===== src/hw/rtl/trm_pkg.sv =====
// shared types and constants of the transfer rate meter
package trm_pkg;

   localparam int unsigned TickW     = 32;
   localparam int unsigned ByteW     = 48;
   localparam int unsigned RateW     = 31;
   localparam int unsigned ProgW     = 17;
   localparam int unsigned IntervalW = 16;
   localparam int unsigned DvdW      = 64;
   localparam int unsigned DvsW      = 48;
   localparam int unsigned ProdW     = ByteW + 10;

   localparam int unsigned AvgDepthDefault = 4;
   localparam logic [IntervalW-1:0] IntervalReset = 16'd1000;
   localparam logic [ProgW-1:0] ProgFull = 17'h10000;
   localparam logic [RateW-1:0] RateMax  = 31'h7FFF_FFFF;
   localparam logic [TickW-1:0] TimeMax  = 32'hFFFF_FFFF;

   typedef enum logic [3:0] {
      ST_IDLE,
      ST_DECIDE,
      ST_PREP,
      ST_RATE_GO,
      ST_RATE_WT,
      ST_WRITE,
      ST_SPD_GO,
      ST_SPD_WT,
      ST_SPD_SET,
      ST_PRG_GO,
      ST_PRG_WT,
      ST_PRG_SET,
      ST_TIM_GO,
      ST_TIM_WT,
      ST_TIM_SET,
      ST_DONE
   } state_type;

   typedef enum logic [1:0] {
      DIV_RATE,
      DIV_SPEED,
      DIV_PROG,
      DIV_TIME
   } div_sel_type;

   typedef struct packed {
      logic        latch_req;
      logic        decide;
      logic        prep;
      logic        div_start;
      div_sel_type div_sel;
      logic        write_ring;
      logic        set_speed;
      logic        set_prog;
      logic        set_time;
      logic        load_rsp;
   } cmd_type;

   typedef struct packed {
      logic sample_ok;
      logic total_zero;
      logic speed_zero;
      logic div_busy;
      logic rsp_free;
   } status_type;

endpackage


===== src/hw/rtl/trm_div.sv =====
// shared restoring divider, one quotient bit per cycle
module trm_div (
   input  logic                       clock,
   input  logic                       reset,
   input  logic                       start,
   input  logic [trm_pkg::DvdW-1:0]   dividend,
   input  logic [trm_pkg::DvsW-1:0]   divisor,
   output logic                       busy,
   output logic [trm_pkg::DvdW-1:0]   quotient
);
   localparam int unsigned CntW = $clog2(trm_pkg::DvdW + 1);

   logic [trm_pkg::DvdW-1:0] dvd_ff, dvd_in;
   logic [trm_pkg::DvsW-1:0] dvs_ff, dvs_in;
   logic [trm_pkg::DvsW-1:0] rem_ff, rem_in;
   logic [CntW-1:0]          cnt_ff, cnt_in;
   logic [trm_pkg::DvsW:0]   trial;
   logic                     ge;

   // one shift and trial subtract per cycle
   always_comb begin
      trial  = {rem_ff, dvd_ff[trm_pkg::DvdW-1]};
      ge     = (trial >= {1'b0, dvs_ff});
      dvd_in = dvd_ff;
      dvs_in = dvs_ff;
      rem_in = rem_ff;
      cnt_in = cnt_ff;
      if (start) begin
         dvd_in = dividend;
         dvs_in = divisor;
         rem_in = '0;
         cnt_in = CntW'(trm_pkg::DvdW);
      end else if (cnt_ff != '0) begin
         rem_in = ge ? trm_pkg::DvsW'(trial - {1'b0, dvs_ff}) : trial[trm_pkg::DvsW-1:0];
         dvd_in = {dvd_ff[trm_pkg::DvdW-2:0], ge};
         cnt_in = cnt_ff - 1'b1;
      end
   end

   always_ff @(posedge clock) begin
      if (reset) begin
         cnt_ff <= '0;
      end else begin
         cnt_ff <= cnt_in;
      end
      dvd_ff <= dvd_in;
      dvs_ff <= dvs_in;
      rem_ff <= rem_in;
   end

   assign busy     = (cnt_ff != '0);
   assign quotient = dvd_ff;

endmodule


===== src/hw/rtl/trm_ctrl.sv =====
// sequencer of the rate meter
module trm_ctrl (
   input  logic                clock,
   input  logic                reset,
   input  logic                req_valid,
   output logic                req_stall,
   input  trm_pkg::status_type status,
   output trm_pkg::cmd_type    cmd
);
   trm_pkg::state_type state_ff, state_in;

   always_ff @(posedge clock) begin
      if (reset) begin
         state_ff <= trm_pkg::ST_IDLE;
      end else begin
         state_ff <= state_in;
      end
   end

   // next state and commands
   always_comb begin
      state_in    = state_ff;
      cmd         = '0;
      cmd.div_sel = trm_pkg::DIV_RATE;
      req_stall   = 1'b1;
      case (state_ff)
         trm_pkg::ST_IDLE: begin
            req_stall = 1'b0;
            if (req_valid) begin
               cmd.latch_req = 1'b1;
               state_in = trm_pkg::ST_DECIDE;
            end
         end
         trm_pkg::ST_DECIDE: begin
            cmd.decide = 1'b1;
            state_in = status.sample_ok ? trm_pkg::ST_PREP : trm_pkg::ST_DONE;
         end
         trm_pkg::ST_PREP: begin
            cmd.prep = 1'b1;
            state_in = trm_pkg::ST_RATE_GO;
         end
         trm_pkg::ST_RATE_GO: begin
            cmd.div_start = 1'b1;
            cmd.div_sel = trm_pkg::DIV_RATE;
            state_in = trm_pkg::ST_RATE_WT;
         end
         trm_pkg::ST_RATE_WT: begin
            if (!status.div_busy) state_in = trm_pkg::ST_WRITE;
         end
         trm_pkg::ST_WRITE: begin
            cmd.write_ring = 1'b1;
            state_in = trm_pkg::ST_SPD_GO;
         end
         trm_pkg::ST_SPD_GO: begin
            cmd.div_start = 1'b1;
            cmd.div_sel = trm_pkg::DIV_SPEED;
            state_in = trm_pkg::ST_SPD_WT;
         end
         trm_pkg::ST_SPD_WT: begin
            if (!status.div_busy) state_in = trm_pkg::ST_SPD_SET;
         end
         trm_pkg::ST_SPD_SET: begin
            cmd.set_speed = 1'b1;
            state_in = trm_pkg::ST_PRG_GO;
         end
         trm_pkg::ST_PRG_GO: begin
            // zero size needs no division
            if (status.total_zero) begin
               state_in = trm_pkg::ST_PRG_SET;
            end else begin
               cmd.div_start = 1'b1;
               cmd.div_sel = trm_pkg::DIV_PROG;
               state_in = trm_pkg::ST_PRG_WT;
            end
         end
         trm_pkg::ST_PRG_WT: begin
            if (!status.div_busy) state_in = trm_pkg::ST_PRG_SET;
         end
         trm_pkg::ST_PRG_SET: begin
            cmd.set_prog = 1'b1;
            state_in = trm_pkg::ST_TIM_GO;
         end
         trm_pkg::ST_TIM_GO: begin
            // zero speed saturates without division
            if (status.speed_zero) begin
               state_in = trm_pkg::ST_TIM_SET;
            end else begin
               cmd.div_start = 1'b1;
               cmd.div_sel = trm_pkg::DIV_TIME;
               state_in = trm_pkg::ST_TIM_WT;
            end
         end
         trm_pkg::ST_TIM_WT: begin
            if (!status.div_busy) state_in = trm_pkg::ST_TIM_SET;
         end
         trm_pkg::ST_TIM_SET: begin
            cmd.set_time = 1'b1;
            state_in = trm_pkg::ST_DONE;
         end
         trm_pkg::ST_DONE: begin
            if (status.rsp_free) begin
               cmd.load_rsp = 1'b1;
               state_in = trm_pkg::ST_IDLE;
            end
         end
         default: begin
            state_in = trm_pkg::ST_IDLE;
         end
      endcase
   end

endmodule


===== src/hw/rtl/trm_dpath.sv =====
// registers, rate ring and arithmetic of the rate meter
module trm_dpath #(
   parameter int unsigned AVG_DEPTH = trm_pkg::AvgDepthDefault
) (
   input  logic                            clock,
   input  logic                            reset,
   input  trm_pkg::cmd_type                cmd,
   output trm_pkg::status_type             status,
   input  logic                            csr_valid,
   input  logic [trm_pkg::IntervalW-1:0]   csr_data,
   input  logic                            req_command,
   input  logic [trm_pkg::TickW-1:0]       req_now_ms,
   input  logic [trm_pkg::ByteW-1:0]       req_bytes_sent,
   input  logic [trm_pkg::ByteW-1:0]       req_total_size,
   output logic                            rsp_valid,
   input  logic                            rsp_stall,
   output logic                            rsp_updated,
   output logic [trm_pkg::RateW-1:0]       rsp_speed_bps,
   output logic [trm_pkg::ProgW-1:0]       rsp_progress_q16,
   output logic                            rsp_size_zero,
   output logic [trm_pkg::TickW-1:0]       rsp_time_left_s
);
   localparam int unsigned IdxW = $clog2(AVG_DEPTH);
   localparam int unsigned SumW = trm_pkg::RateW + IdxW;

   // ring mean as a multiply by the rounded-up reciprocal, 16 sum bits per cycle
   localparam int unsigned MeanShift = SumW + IdxW;
   localparam int unsigned MeanSteps = (SumW + 15) / 16;
   localparam int unsigned MeanPadW  = MeanSteps * 16;
   localparam int unsigned MeanProdW = 2 * SumW + 1;
   localparam int unsigned PartW     = SumW + 17;
   localparam int unsigned MeanCntW  = $clog2(MeanSteps + 1);
   localparam logic [63:0] MeanRecip = ((64'd1 << MeanShift) + 64'(AVG_DEPTH) - 64'd1)
                                       / 64'(AVG_DEPTH);
   localparam logic [SumW:0] MeanMul = MeanRecip[SumW:0];

   // configuration
   logic [trm_pkg::IntervalW-1:0] interval_ff;

   // latched request
   logic                         cmd_ff;
   logic [trm_pkg::TickW-1:0]    now_ff;
   logic [trm_pkg::ByteW-1:0]    bytes_ff;
   logic [trm_pkg::ByteW-1:0]    total_ff;

   // meter state
   logic [trm_pkg::TickW-1:0]    last_tick_ff;
   logic [trm_pkg::ByteW-1:0]    last_bytes_ff;
   logic [IdxW-1:0]              pos_ff;
   logic [SumW-1:0]              sum_ff;
   logic [AVG_DEPTH-1:0]         valid_ff;
   logic [trm_pkg::RateW-1:0]    ring_mem [AVG_DEPTH];
   logic [trm_pkg::RateW-1:0]    ring_q_ff;
   logic                         ring_qv_ff;
   logic [trm_pkg::RateW-1:0]    speed_ff;
   logic [trm_pkg::ProgW-1:0]    prog_ff;
   logic                         size_zero_ff;
   logic [trm_pkg::TickW-1:0]    time_ff;
   logic                         updated_ff;

   // working registers
   logic [trm_pkg::ByteW-1:0]    delta_ff;
   logic [trm_pkg::ProdW-1:0]    prod_ff;

   // ring mean unit
   logic [MeanPadW-1:0]          mean_sh_ff;
   logic [MeanProdW-1:0]         mean_acc_ff;
   logic [MeanCntW-1:0]          mean_cnt_ff;
   logic                         mean_start;
   logic                         mean_busy;
   logic [15:0]                  mean_digit;
   logic [PartW-1:0]             mean_part;

   // response registers
   logic                         rsp_valid_ff;
   logic                         rsp_upd_ff;
   logic [trm_pkg::RateW-1:0]    rsp_speed_ff;
   logic [trm_pkg::ProgW-1:0]    rsp_prog_ff;
   logic                         rsp_sz_ff;
   logic [trm_pkg::TickW-1:0]    rsp_time_ff;

   logic [trm_pkg::TickW-1:0]    dt;
   logic [trm_pkg::IntervalW-1:0] interval_eff;
   logic [trm_pkg::ByteW-1:0]    remaining;
   logic [trm_pkg::DvdW-1:0]     div_dvd;
   logic [trm_pkg::DvsW-1:0]     div_dvs;
   logic                         div_start;
   logic                         div_busy;
   logic [trm_pkg::DvdW-1:0]     div_q;
   logic [trm_pkg::RateW-1:0]    rate;
   logic [trm_pkg::RateW-1:0]    old_rate;
   logic [IdxW-1:0]              pos_next;

   // sample gate and operand selection
   always_comb begin
      interval_eff = (interval_ff == '0) ? trm_pkg::IntervalW'(1) : interval_ff;
      dt           = now_ff - last_tick_ff;
      remaining    = (total_ff > bytes_ff) ? (total_ff - bytes_ff) : '0;
      rate         = (div_q[trm_pkg::DvdW-1:trm_pkg::RateW] != '0) ? trm_pkg::RateMax
                                                          : div_q[trm_pkg::RateW-1:0];
      old_rate     = ring_qv_ff ? ring_q_ff : '0;
      pos_next     = (pos_ff == IdxW'(AVG_DEPTH - 1)) ? '0 : pos_ff + 1'b1;
      case (cmd.div_sel)
         trm_pkg::DIV_RATE: begin
            div_dvd = trm_pkg::DvdW'(prod_ff);
            div_dvs = trm_pkg::DvsW'(dt);
         end
         trm_pkg::DIV_PROG: begin
            div_dvd = {bytes_ff, 16'h0000};
            div_dvs = total_ff;
         end
         default: begin
            div_dvd = trm_pkg::DvdW'(remaining);
            div_dvs = trm_pkg::DvsW'(speed_ff);
         end
      endcase
   end

   // the ring mean goes to the mean unit, the rest to the divider
   assign mean_start = cmd.div_start && (cmd.div_sel == trm_pkg::DIV_SPEED);
   assign div_start  = cmd.div_start && (cmd.div_sel != trm_pkg::DIV_SPEED);

   trm_div u_div (
      .clock    (clock),
      .reset    (reset),
      .start    (div_start),
      .dividend (div_dvd),
      .divisor  (div_dvs),
      .busy     (div_busy),
      .quotient (div_q)
   );

   // one 16-bit slice of the sum times the reciprocal
   always_comb begin
      mean_digit = mean_sh_ff[MeanPadW-1 -: 16];
      mean_part  = PartW'(MeanMul) * PartW'(mean_digit);
   end

   // ring mean, most significant slice first
   always_ff @(posedge clock) begin
      if (reset) begin
         mean_cnt_ff <= '0;
      end else if (mean_start) begin
         mean_cnt_ff <= MeanCntW'(MeanSteps);
      end else if (mean_cnt_ff != '0) begin
         mean_cnt_ff <= mean_cnt_ff - 1'b1;
      end
      if (mean_start) begin
         mean_sh_ff  <= MeanPadW'(sum_ff);
         mean_acc_ff <= '0;
      end else if (mean_cnt_ff != '0) begin
         mean_sh_ff  <= {mean_sh_ff[MeanPadW-17:0], 16'h0000};
         mean_acc_ff <= {mean_acc_ff[MeanProdW-17:0], 16'h0000} + MeanProdW'(mean_part);
      end
   end

   assign mean_busy = (mean_cnt_ff != '0);

   // ring memory
   always_ff @(posedge clock) begin
      if (cmd.write_ring) begin
         ring_mem[pos_ff] <= rate;
      end
      if (cmd.prep) begin
         ring_q_ff  <= ring_mem[pos_ff];
         ring_qv_ff <= valid_ff[pos_ff];
      end
   end

   // control and held state
   always_ff @(posedge clock) begin
      if (reset) begin
         interval_ff   <= trm_pkg::IntervalReset;
         last_tick_ff  <= '0;
         last_bytes_ff <= '0;
         pos_ff        <= '0;
         sum_ff        <= '0;
         valid_ff      <= '0;
         speed_ff      <= '0;
         prog_ff       <= '0;
         size_zero_ff  <= 1'b0;
         time_ff       <= '0;
         updated_ff    <= 1'b0;
         rsp_valid_ff  <= 1'b0;
      end else begin
         if (csr_valid) interval_ff <= csr_data;
         if (cmd.decide) begin
            updated_ff <= 1'b0;
            if (cmd_ff) begin
               pos_ff   <= '0;
               sum_ff   <= '0;
               valid_ff <= '0;
            end
         end
         if (cmd.write_ring) begin
            valid_ff[pos_ff] <= 1'b1;
            sum_ff        <= sum_ff - SumW'(old_rate) + SumW'(rate);
            pos_ff        <= pos_next;
            last_tick_ff  <= now_ff;
            last_bytes_ff <= bytes_ff;
            updated_ff    <= 1'b1;
         end
         if (cmd.set_speed) speed_ff <= mean_acc_ff[MeanShift +: trm_pkg::RateW];
         if (cmd.set_prog) begin
            if (total_ff == '0) begin
               size_zero_ff <= 1'b1;
               prog_ff      <= trm_pkg::ProgFull;
            end else begin
               size_zero_ff <= 1'b0;
               prog_ff      <= (div_q > trm_pkg::DvdW'(trm_pkg::ProgFull)) ? trm_pkg::ProgFull
                                                              : div_q[trm_pkg::ProgW-1:0];
            end
         end
         if (cmd.set_time) begin
            if (speed_ff == '0 || div_q[trm_pkg::DvdW-1:trm_pkg::TickW] != '0) begin
               time_ff <= trm_pkg::TimeMax;
            end else begin
               time_ff <= div_q[trm_pkg::TickW-1:0];
            end
         end
         if (cmd.load_rsp) begin
            rsp_valid_ff <= 1'b1;
         end else if (!rsp_stall) begin
            rsp_valid_ff <= 1'b0;
         end
      end
   end

   // payload registers
   always_ff @(posedge clock) begin
      if (cmd.latch_req) begin
         cmd_ff   <= req_command;
         now_ff   <= req_now_ms;
         bytes_ff <= req_bytes_sent;
         total_ff <= req_total_size;
      end
      if (cmd.decide) begin
         delta_ff <= (bytes_ff > last_bytes_ff) ? (bytes_ff - last_bytes_ff)
                                                : (last_bytes_ff - bytes_ff);
      end
      // times 1000 as 1024 - 16 - 8
      if (cmd.prep) begin
         prod_ff <= {delta_ff, 10'b0} - trm_pkg::ProdW'({delta_ff, 4'b0})
                                      - trm_pkg::ProdW'({delta_ff, 3'b0});
      end
      if (cmd.load_rsp) begin
         rsp_upd_ff   <= updated_ff;
         rsp_speed_ff <= speed_ff;
         rsp_prog_ff  <= prog_ff;
         rsp_sz_ff    <= size_zero_ff;
         rsp_time_ff  <= time_ff;
      end
   end

   assign status.sample_ok  = !cmd_ff && (dt >= trm_pkg::TickW'(interval_eff));
   assign status.total_zero = (total_ff == '0);
   assign status.speed_zero = (speed_ff == '0);
   assign status.div_busy   = div_busy || mean_busy;
   assign status.rsp_free   = !rsp_valid_ff || !rsp_stall;

   assign rsp_valid        = rsp_valid_ff;
   assign rsp_updated      = rsp_upd_ff;
   assign rsp_speed_bps    = rsp_speed_ff;
   assign rsp_progress_q16 = rsp_prog_ff;
   assign rsp_size_zero    = rsp_sz_ff;
   assign rsp_time_left_s  = rsp_time_ff;

endmodule


===== src/hw/rtl/transfer_rate_meter.sv =====
// top level of the transfer rate meter
//
// Throughput meter for a running transfer. Each request carries a command
// (sample or clear history), a millisecond timestamp, bytes sent so far and
// the total size. Every request yields exactly one response that reports the
// held speed, progress, size-zero flag and seconds left, plus whether this
// request was an accepted sample.
// A clear or a rejected sample goes from the decide state straight to the response.
// An accepted sample runs three 64-step divisions on one shared restoring
// divider (rate, progress, time left) and a 3-step ring mean; a zero size
// or a zero speed skips its division.
// One request is in work at a time; the next is accepted the cycle after
// the response is loaded, so the divider sets the throughput.
// The csr channel writes the update interval and is always ready; write it
// only while the meter is idle.
// Reset (synchronous) sets the interval to 1000 ms and clears history and
// held values. While the receiver stalls, the response register holds its
// value and a finished request waits; no new request is taken in meanwhile.
module transfer_rate_meter #(
   parameter int unsigned AVG_DEPTH = trm_pkg::AvgDepthDefault
) (
   input  logic                            clock,
   input  logic                            reset,
   input  logic                            csr_valid,
   output logic                            csr_ready,
   input  logic [trm_pkg::IntervalW-1:0]   csr_update_interval_ms,
   input  logic                            req_valid,
   output logic                            req_stall,
   input  logic                            req_command,
   input  logic [trm_pkg::TickW-1:0]       req_now_ms,
   input  logic [trm_pkg::ByteW-1:0]       req_bytes_sent,
   input  logic [trm_pkg::ByteW-1:0]       req_total_size,
   output logic                            rsp_valid,
   input  logic                            rsp_stall,
   output logic                            rsp_updated,
   output logic [trm_pkg::RateW-1:0]       rsp_speed_bps,
   output logic [trm_pkg::ProgW-1:0]       rsp_progress_q16,
   output logic                            rsp_size_zero,
   output logic [trm_pkg::TickW-1:0]       rsp_time_left_s
);
   trm_pkg::cmd_type    cmd;
   trm_pkg::status_type status;

   assign csr_ready = 1'b1;

   trm_ctrl u_ctrl (
      .clock     (clock),
      .reset     (reset),
      .req_valid (req_valid),
      .req_stall (req_stall),
      .status    (status),
      .cmd       (cmd)
   );

   trm_dpath #(
      .AVG_DEPTH (AVG_DEPTH)
   ) u_dpath (
      .clock            (clock),
      .reset            (reset),
      .cmd              (cmd),
      .status           (status),
      .csr_valid        (csr_valid),
      .csr_data         (csr_update_interval_ms),
      .req_command      (req_command),
      .req_now_ms       (req_now_ms),
      .req_bytes_sent   (req_bytes_sent),
      .req_total_size   (req_total_size),
      .rsp_valid        (rsp_valid),
      .rsp_stall        (rsp_stall),
      .rsp_updated      (rsp_updated),
      .rsp_speed_bps    (rsp_speed_bps),
      .rsp_progress_q16 (rsp_progress_q16),
      .rsp_size_zero    (rsp_size_zero),
      .rsp_time_left_s  (rsp_time_left_s)
   );

endmodule


===== config.mk =====
export PLATFORM = sky130hd
export DESIGN_NAME = transfer_rate_meter
export DESIGN_NICKNAME = d
export VERILOG_FILES = /design/src/hw/rtl/trm_pkg.sv /design/src/hw/rtl/trm_div.sv /design/src/hw/rtl/trm_ctrl.sv /design/src/hw/rtl/trm_dpath.sv /design/src/hw/rtl/transfer_rate_meter.sv
export SDC_FILE = /design/constraint.sdc
export NUM_CORES = 2
export LEC_CHECK = 0
export BUFFER_PORTS_ARGS = -buffer_cell sky130_fd_sc_hd__buf_2
export CORE_MARGIN = 8
export CORE_UTILIZATION = 45
export CTS_BUF_LIST = sky130_fd_sc_hd__clkbuf_8 sky130_fd_sc_hd__clkbuf_16
export DETAILED_ROUTE_END_ITERATION = 12
export PLACE_DENSITY_LB_ADDON = 0.1
export SLEW_MARGIN = 10
export SYNTH_ARGS = -nofsm -noshare
export SYNTH_HDL_FRONTEND = slang
export SYNTH_SLANG_ARGS = --single-unit

===== constraint.sdc =====
create_clock -name clock -period 6.95 [get_ports clock]
set_input_delay 0.695 -clock clock [delete_from_list [all_inputs] [get_ports clock]]
set_output_delay 0.695 -clock clock [all_outputs]
set_load 0.02 [all_outputs]

-- Yosys cells after proc, flatten, opt, wreduce, memory -nomap -nowiden
Memory sizes are Yosys's and may differ from the RTL's. A register that Yosys moved wholly into a read port is not among the register bits.
Cells that the tools add are included.
- register bits after elaboration: 823
- latch bits: 0
- RAM bits: 124
- bits in read-only memories: 0
- word-level logic and storage cells: 173
- memories kept: 1
- memories (memory ; words ; width ; read ports ; clocked after Yosys merged registers in ; write ports ; RTL line ; text):
    u_dpath.ring_mem ; 4 ; 31 ; 1 ; 1 ; 1 ; trm_dpath.sv:52 ; logic [trm_pkg::RateW-1:0] ring_mem [AVG_DEPTH];
- add/subtract/negate cells: 13
- $mul: 0
- div/mod/pow operators: 0
- order comparisons: 7
- eq/ne operators: 26
- shift-type cells: 0
- mux-type cells: 65
- bitwise gates (word level): 1
- reduce and logical (&&, ||, !) cells: 26
- operators with widths (cell ; number):
    $sub A48 B48 Y48 ; 4
    $mux W33 ; 5
    $mux W48 ; 3
    $mux W64 ; 2
    $pmux W64 S2 ; 1
    $gt A48 B48 Y1 ; 2
    $pmux W48 S2 ; 1
    $add A66 B49 Y66 ; 1
    $gt A64 B17 Y1 const B ; 1
    $pmux W4 S16 ; 1
    $mux W31 ; 2
    $sub A58 B51 Y58 ; 1
    $sub A58 B52 Y58 ; 1
    $ge A49 B48 Y1 ; 1
    $logic_not A48 Y1 ; 1
    $mux W4 ; 11
    $mux W17 ; 2
    $add A33 B31 Y33 ; 1
    $reduce_bool A33 Y1 ; 1
    $sub A33 B31 Y33 ; 1
    $eq A4 B4 Y1 const B ; 8
    $ge A32 B16 Y1 ; 1
    $mux W32 ; 1
    $reduce_bool A32 Y1 ; 1
    34 further kinds ; 84

-- Logic depth before layout (Yosys ltp)
- word-level depth: 6
- gate-level depth with buffers: 22

-- Modules after synthesis
Synthesis repeated with hierarchy kept, for this count alone.
- cells, all modules: 5372
- area, all modules: 54938.9 µm²
- by module, submodules not included (module ; times used ; cells an instance ; area each (µm²) ; sequential area each (µm²)):
    trm_dpath ; 1 ; 4341 ; 44789.2 ; 20469.6
    trm_div ; 1 ; 962 ; 9681.8 ; 4464.3
    trm_ctrl ; 1 ; 67 ; 456.7 ; 80.1
    transfer_rate_meter ; 1 ; 2 ; 11.3 ; 0.0

-- Worst setup path before layout
Ideal clock, no wire load.
- path type: register to register
- start: register u_ctrl.state_ff[1]
- end: register u_ctrl.state_ff[3]
- library setup time: 0.132 ns
- arrival time: 5.326 ns
- required time: 6.818 ns
- slack: 1.492 ns
- cell stages (with the launch flop): 6
- path buffers: 1
- clock period less this slack: 5.458 ns
- cells stage by stage: dfxtp_1 > clkbuf_1 > nand4_1 > a21oi_1 > o21bai_1 > a21oi_1
- cells in the longest elaborated chain, start to end: 3
- elaborated cells between the ends (all ways): 24
- classes of those cells: eq/ne (21); mux (1); reduce/logical (2)
- ends and longest elaborated chain (what ; RTL line ; text):
    from (decl) ; trm_ctrl.sv:10 ; trm_pkg::state_type state_ff, state_in;
    from (signal assigned) ; trm_ctrl.sv:14 ; state_ff <= trm_pkg::ST_IDLE;
    from (signal assigned) ; trm_ctrl.sv:16 ; state_ff <= state_in;
    $eq A4 B4 Y1 (tied with other cells) ; trm_ctrl.sv:26 ; case (state_ff)
    $ne A2 B2 Y1 (no line) ; n/a ;
    $reduce_and A6 Y1 (no line) ; n/a ;
Parallel ways exist; a longest one is shown, timed or not.
A chain may end at the register's enable or synchronous reset.

-- Worst setup path in the final report
- start: register u_dpath.u_div.dvd_ff (netlist bit u_dpath.u_div.quotient[49])
- end: register u_dpath.sum_ff[32]
- cells in the longest elaborated chain, start to end: 4
- ends and longest elaborated chain (what ; RTL line ; text):
    from (decl) ; trm_div.sv:13 ; logic [trm_pkg::DvdW-1:0] dvd_ff, dvd_in;
    from (signal assigned) ; trm_div.sv:46 ; dvd_ff <= dvd_in;
    $reduce_bool A33 Y1 ; trm_dpath.sv:99 ; rate = (div_q[trm_pkg::DvdW-1:trm_pkg::RateW] != '0) ? trm_pkg::RateMax
    $mux W31 ; trm_dpath.sv:99 ;
    $add A33 B31 Y33 ; trm_dpath.sv:197 ; sum_ff <= sum_ff - SumW'(old_rate) + SumW'(rate);
    $mux W33 ; trm_dpath.sv:195 ; if (cmd.write_ring) begin
    to (signal assigned) ; trm_dpath.sv:197 ;
    to (decl) ; trm_dpath.sv:50 ; logic [SumW-1:0] sum_ff;
No other way between the ends.

==> reports/metrics.cfg <==
[clock_tree]
hold_buffers=0
clock-sinks=942
clockBufferDepth=3
clock_latency_ns=0.77
cts_resized=0
cts_tree=yes
clock_tree.root_cell=clkbuf_16
htree_num_levels=3
post_cts_buffers=0
cts_buffers=104
path_clk_slew_ns=0.06

[yosys]
ys.warnings.count=0
synth_commonest_cells=nand2_1, edfxtp_1, a21oi_1, nor2_1, inv_1
synth_area_per_cell_um2=9.85
ys_seq_elements=942
netlist_area_mm2=0.0536
synth_cell_types=89
synthDominantCellAreaShare_pct=34.5
synth_flop_cell=edfxtp_1
ys_top_cells_by_area=edfxtp_1, dfxtp_1, ha_1, a21oi_1, nand2_1
syn-instance-count=5440
ys_seq_area_share_pct=46.7
async_flop_share_pct=0
synth_area_leader_cell=edfxtp_1
synth-edff-count=615
syn_nets=6005
synth_most_common_cell=nand2_1

[timing]
skew_ns=0.0763
rsz0062_at_grt=false
worst_pin_slew_ns=1.29
report.final.slew_viol_count=0
setup_ws_ns=1.00
max_slew_margin_pct=13.2
fmax_mhz=168
fin_crit_ns=5.95
fin_crit_sh_pct=85.6
hold_violations=0
timing.setup.tns_ns=0
setup_viol=0

[setup_path]
r2r_start=u_dpath.u_div.quotient[49]$_DFFE_PP_
critPathArrivalTime_ns=6.64
max_stage_delay_ns=0.80
critical_path.max_fanout=16
cp-end-kind=flip-flop
regToRegSetupSlack_ns=1.00
slowest_stage=or3_1
crit_type=flip-flop to flip-flop
reg2reg_to=u_dpath.sum_ff[32]$_SDFFE_PP0P_
worst-path-buf-inv=2
cp.required_ns=7.64
cpLargestDelayFamily=simple AND/OR/NAND/NOR gates
crit_chain=nor4_1, nand4_1, or3_1, nor2_1, fa_1, inv_1, ha_1, inv_1, nor4_1, nand2_1, a2111oi_0, nor2_1, o311ai_0, a31o_2, a21oi_1, xnor2_1, or3_1, a31oi_1
rr_worst_depth=18
cp-start-kind=flip-flop

[outcome]
status=completed

[finish]
syn_to_final_growth_pct=11.4
final_core_util_pct=50.5
fin_area_mm2=0.0597
final_nets=6131
fillers=11000
final_layout_size_suffix_gt1_share_pct=10.2

[min_path]
hp-class=primary input to flip-flop
min_from=req_total_size[19]
hold_path_end=u_dpath.total_ff[19]$_DFFE_PP_
holdPathStages=1

[power]
ir_worst_vdd_v=0.000251
p_leak_nw=22.8
powerDensity_mw_per_mm2=534

[drt]
drt-pass1-iter-count=6
via_per_inst=5.80
drtIter0Drc=3541
route.detailed.drc=0
wl_per_cell_um=23.3
vias=41700
routed_wl_um=168000
ant_nets=0

[flow_run]
maxCapViolCount=0

[global_routing]
grt_max_degree=77
overflow=0
antenna_found_initial=7
grtUsageTotal_pct=24.7
grt_pass1_wl_um=251000
grt_pass1_vias=40000

[die]
ios=235
die_area_mm2=0.130
num_rows=126
die_h_um=361
die_x_um=361
core_mm2=0.118
start_util_pct=45.4

[placed_design]
post-place-ws_ns=0.983
routabilityCongestion=0.930
io_buffers=233
placed_cell_area_mm2=0.0561
hpwl_um=127000

==> worst reg2reg max path: stages, from the launching register on <==
cell	delay, ns
edfxtp_1	0.39
nor4_1	0.39
nand4_1	0.36
or3_1	0.80
nor2_1	0.36
fa_1	0.43
inv_1	0.07
ha_1	0.22
inv_1	0.09
nor4_1	0.37
nand2_1	0.16
a2111oi_0	0.62
nor2_1	0.23
o311ai_0	0.54
a31o_2	0.25
a21oi_1	0.07
xnor2_1	0.13
or3_1	0.31
a31oi_1	0.12
==> sequential cells by signal, indices dropped and copies added (netlist names), 33 cells and up <==
signal,count
u_dpath.total_ff,48
u_dpath.delta_ff,48
u_dpath.u_div.dvs_ff,48
u_dpath.prod_ff,55
u_dpath.bytes_ff,48
u_dpath.last_bytes_ff,48
u_dpath.mean_acc_ff,33
u_dpath.mean_sh_ff,48
u_dpath.ring_mem,124
u_dpath.u_div.quotient,64
u_dpath.sum_ff,33
u_dpath.u_div.rem_ff,48
==> cells by family after synthesis <==
logic type	Yosys count	synth area share [%]
AO/OA/AOI/OAI	1495	17.8
XOR/XNOR	235	3.84
adder cells (fa/ha/maj)	415	10.8
buffers and inverters	648	4.64
flip-flops	942	46.7
multiplexers	114	2.89
other	1	0.00700
AND/OR/NAND/NOR	1590	13.3
==> final cells by class <==
type                       instances  area, um2  share of cell area [%]
inverter                         385       1450                    2.43
antenna                            2       5.00                 0.00839
tap                             1536       1920                    3.22
multi-input combinational       3850      26200                    43.9
sequential                       942      25000                    41.9
clock buffer                     113       2750                    4.61
clock inverter                    85        795                    1.33
timing repair buffer             283       1550                    2.59
==> report_power, final <==
group          internal [mW]  switching, mW  total [mW]
sequential              8.25           1.36        9.61
combinational           6.35           10.2        16.6
clock                   3.22           2.44        5.66
==> worst max path at each step <==
stage,to,cells after the start,slack [ns],start
detailed placement,u_dpath.sum_ff[32]$_SDFFE_PP0P_,18,0.98,u_dpath.u_div.quotient[49]$_DFFE_PP_
global route,u_dpath.sum_ff[32]$_SDFFE_PP0P_,18,0.60,u_dpath.u_div.quotient[49]$_DFFE_PP_
floorplan,u_ctrl.state_ff[3]$_SDFFE_PP0P_,5,1.49,u_ctrl.state_ff[1]$_SDFFE_PP0P_
global placement,u_dpath.sum_ff[32]$_SDFFE_PP0P_,18,1.06,u_dpath.u_div.quotient[49]$_DFFE_PP_
finish,u_dpath.sum_ff[32]$_SDFFE_PP0P_,18,1.00,u_dpath.u_div.quotient[49]$_DFFE_PP_
CTS,u_dpath.sum_ff[32]$_SDFFE_PP0P_,18,0.97,u_dpath.u_div.quotient[49]$_DFFE_PP_
==> per-layer routing <==
metal / part of all wire (%) / up-vias / track usage [%]
met4: 2.5 / 4 / 6.17
met3: 5.5 / 228 / 3.29
met5: 0.019 / - / 0
li1: - / 19800 / -
met1: 46 / 20400 / 35.2
met2: 46 / 1198 / 39.8
==> placed cells by master (no fill, tap or decap), types with 24 or more instances in the layout <==
cell type,instances
mux2i_1,78
nand4_1,66
nor2_1,389
a21oi_1,531
o21ai_0,264
a31oi_1,63
mux4_2,32
inv_1,399
nand2_1,682
fa_1,77
clkbuf_16,106
nand2b_1,55
nor3_1,62
o221a_2,34
buf_2,232
o21bai_1,58
a211oi_1,39
and2_1,57
ha_1,337
a21o_1,170
o211ai_1,42
nor2b_1,24
o21a_1,35
xor2_1,92
nor4_1,56
dfxtp_1,326
xnor2_1,143
buf_4,50
nand3_1,92
a22oi_1,57
edfxtp_1,615
==> per-stage QoR <==
stage / power (mW) / hold slack (ns) / cells
6_report: 31.8 / 0.105 / 7196
5_1_grt: 34.0 / 0.0583 / 7194
4_1_cts: 31.8 / 0.0465 / 7194
3_5_place_dp: 26.0 / 0.417 / 6996
3_3_place_gp: 26.0 / 0.414 / 6996
2_1_floorplan: 21.3 / 0.409 / 5440
No activity file was read; power rests on OpenSTA's default activity.
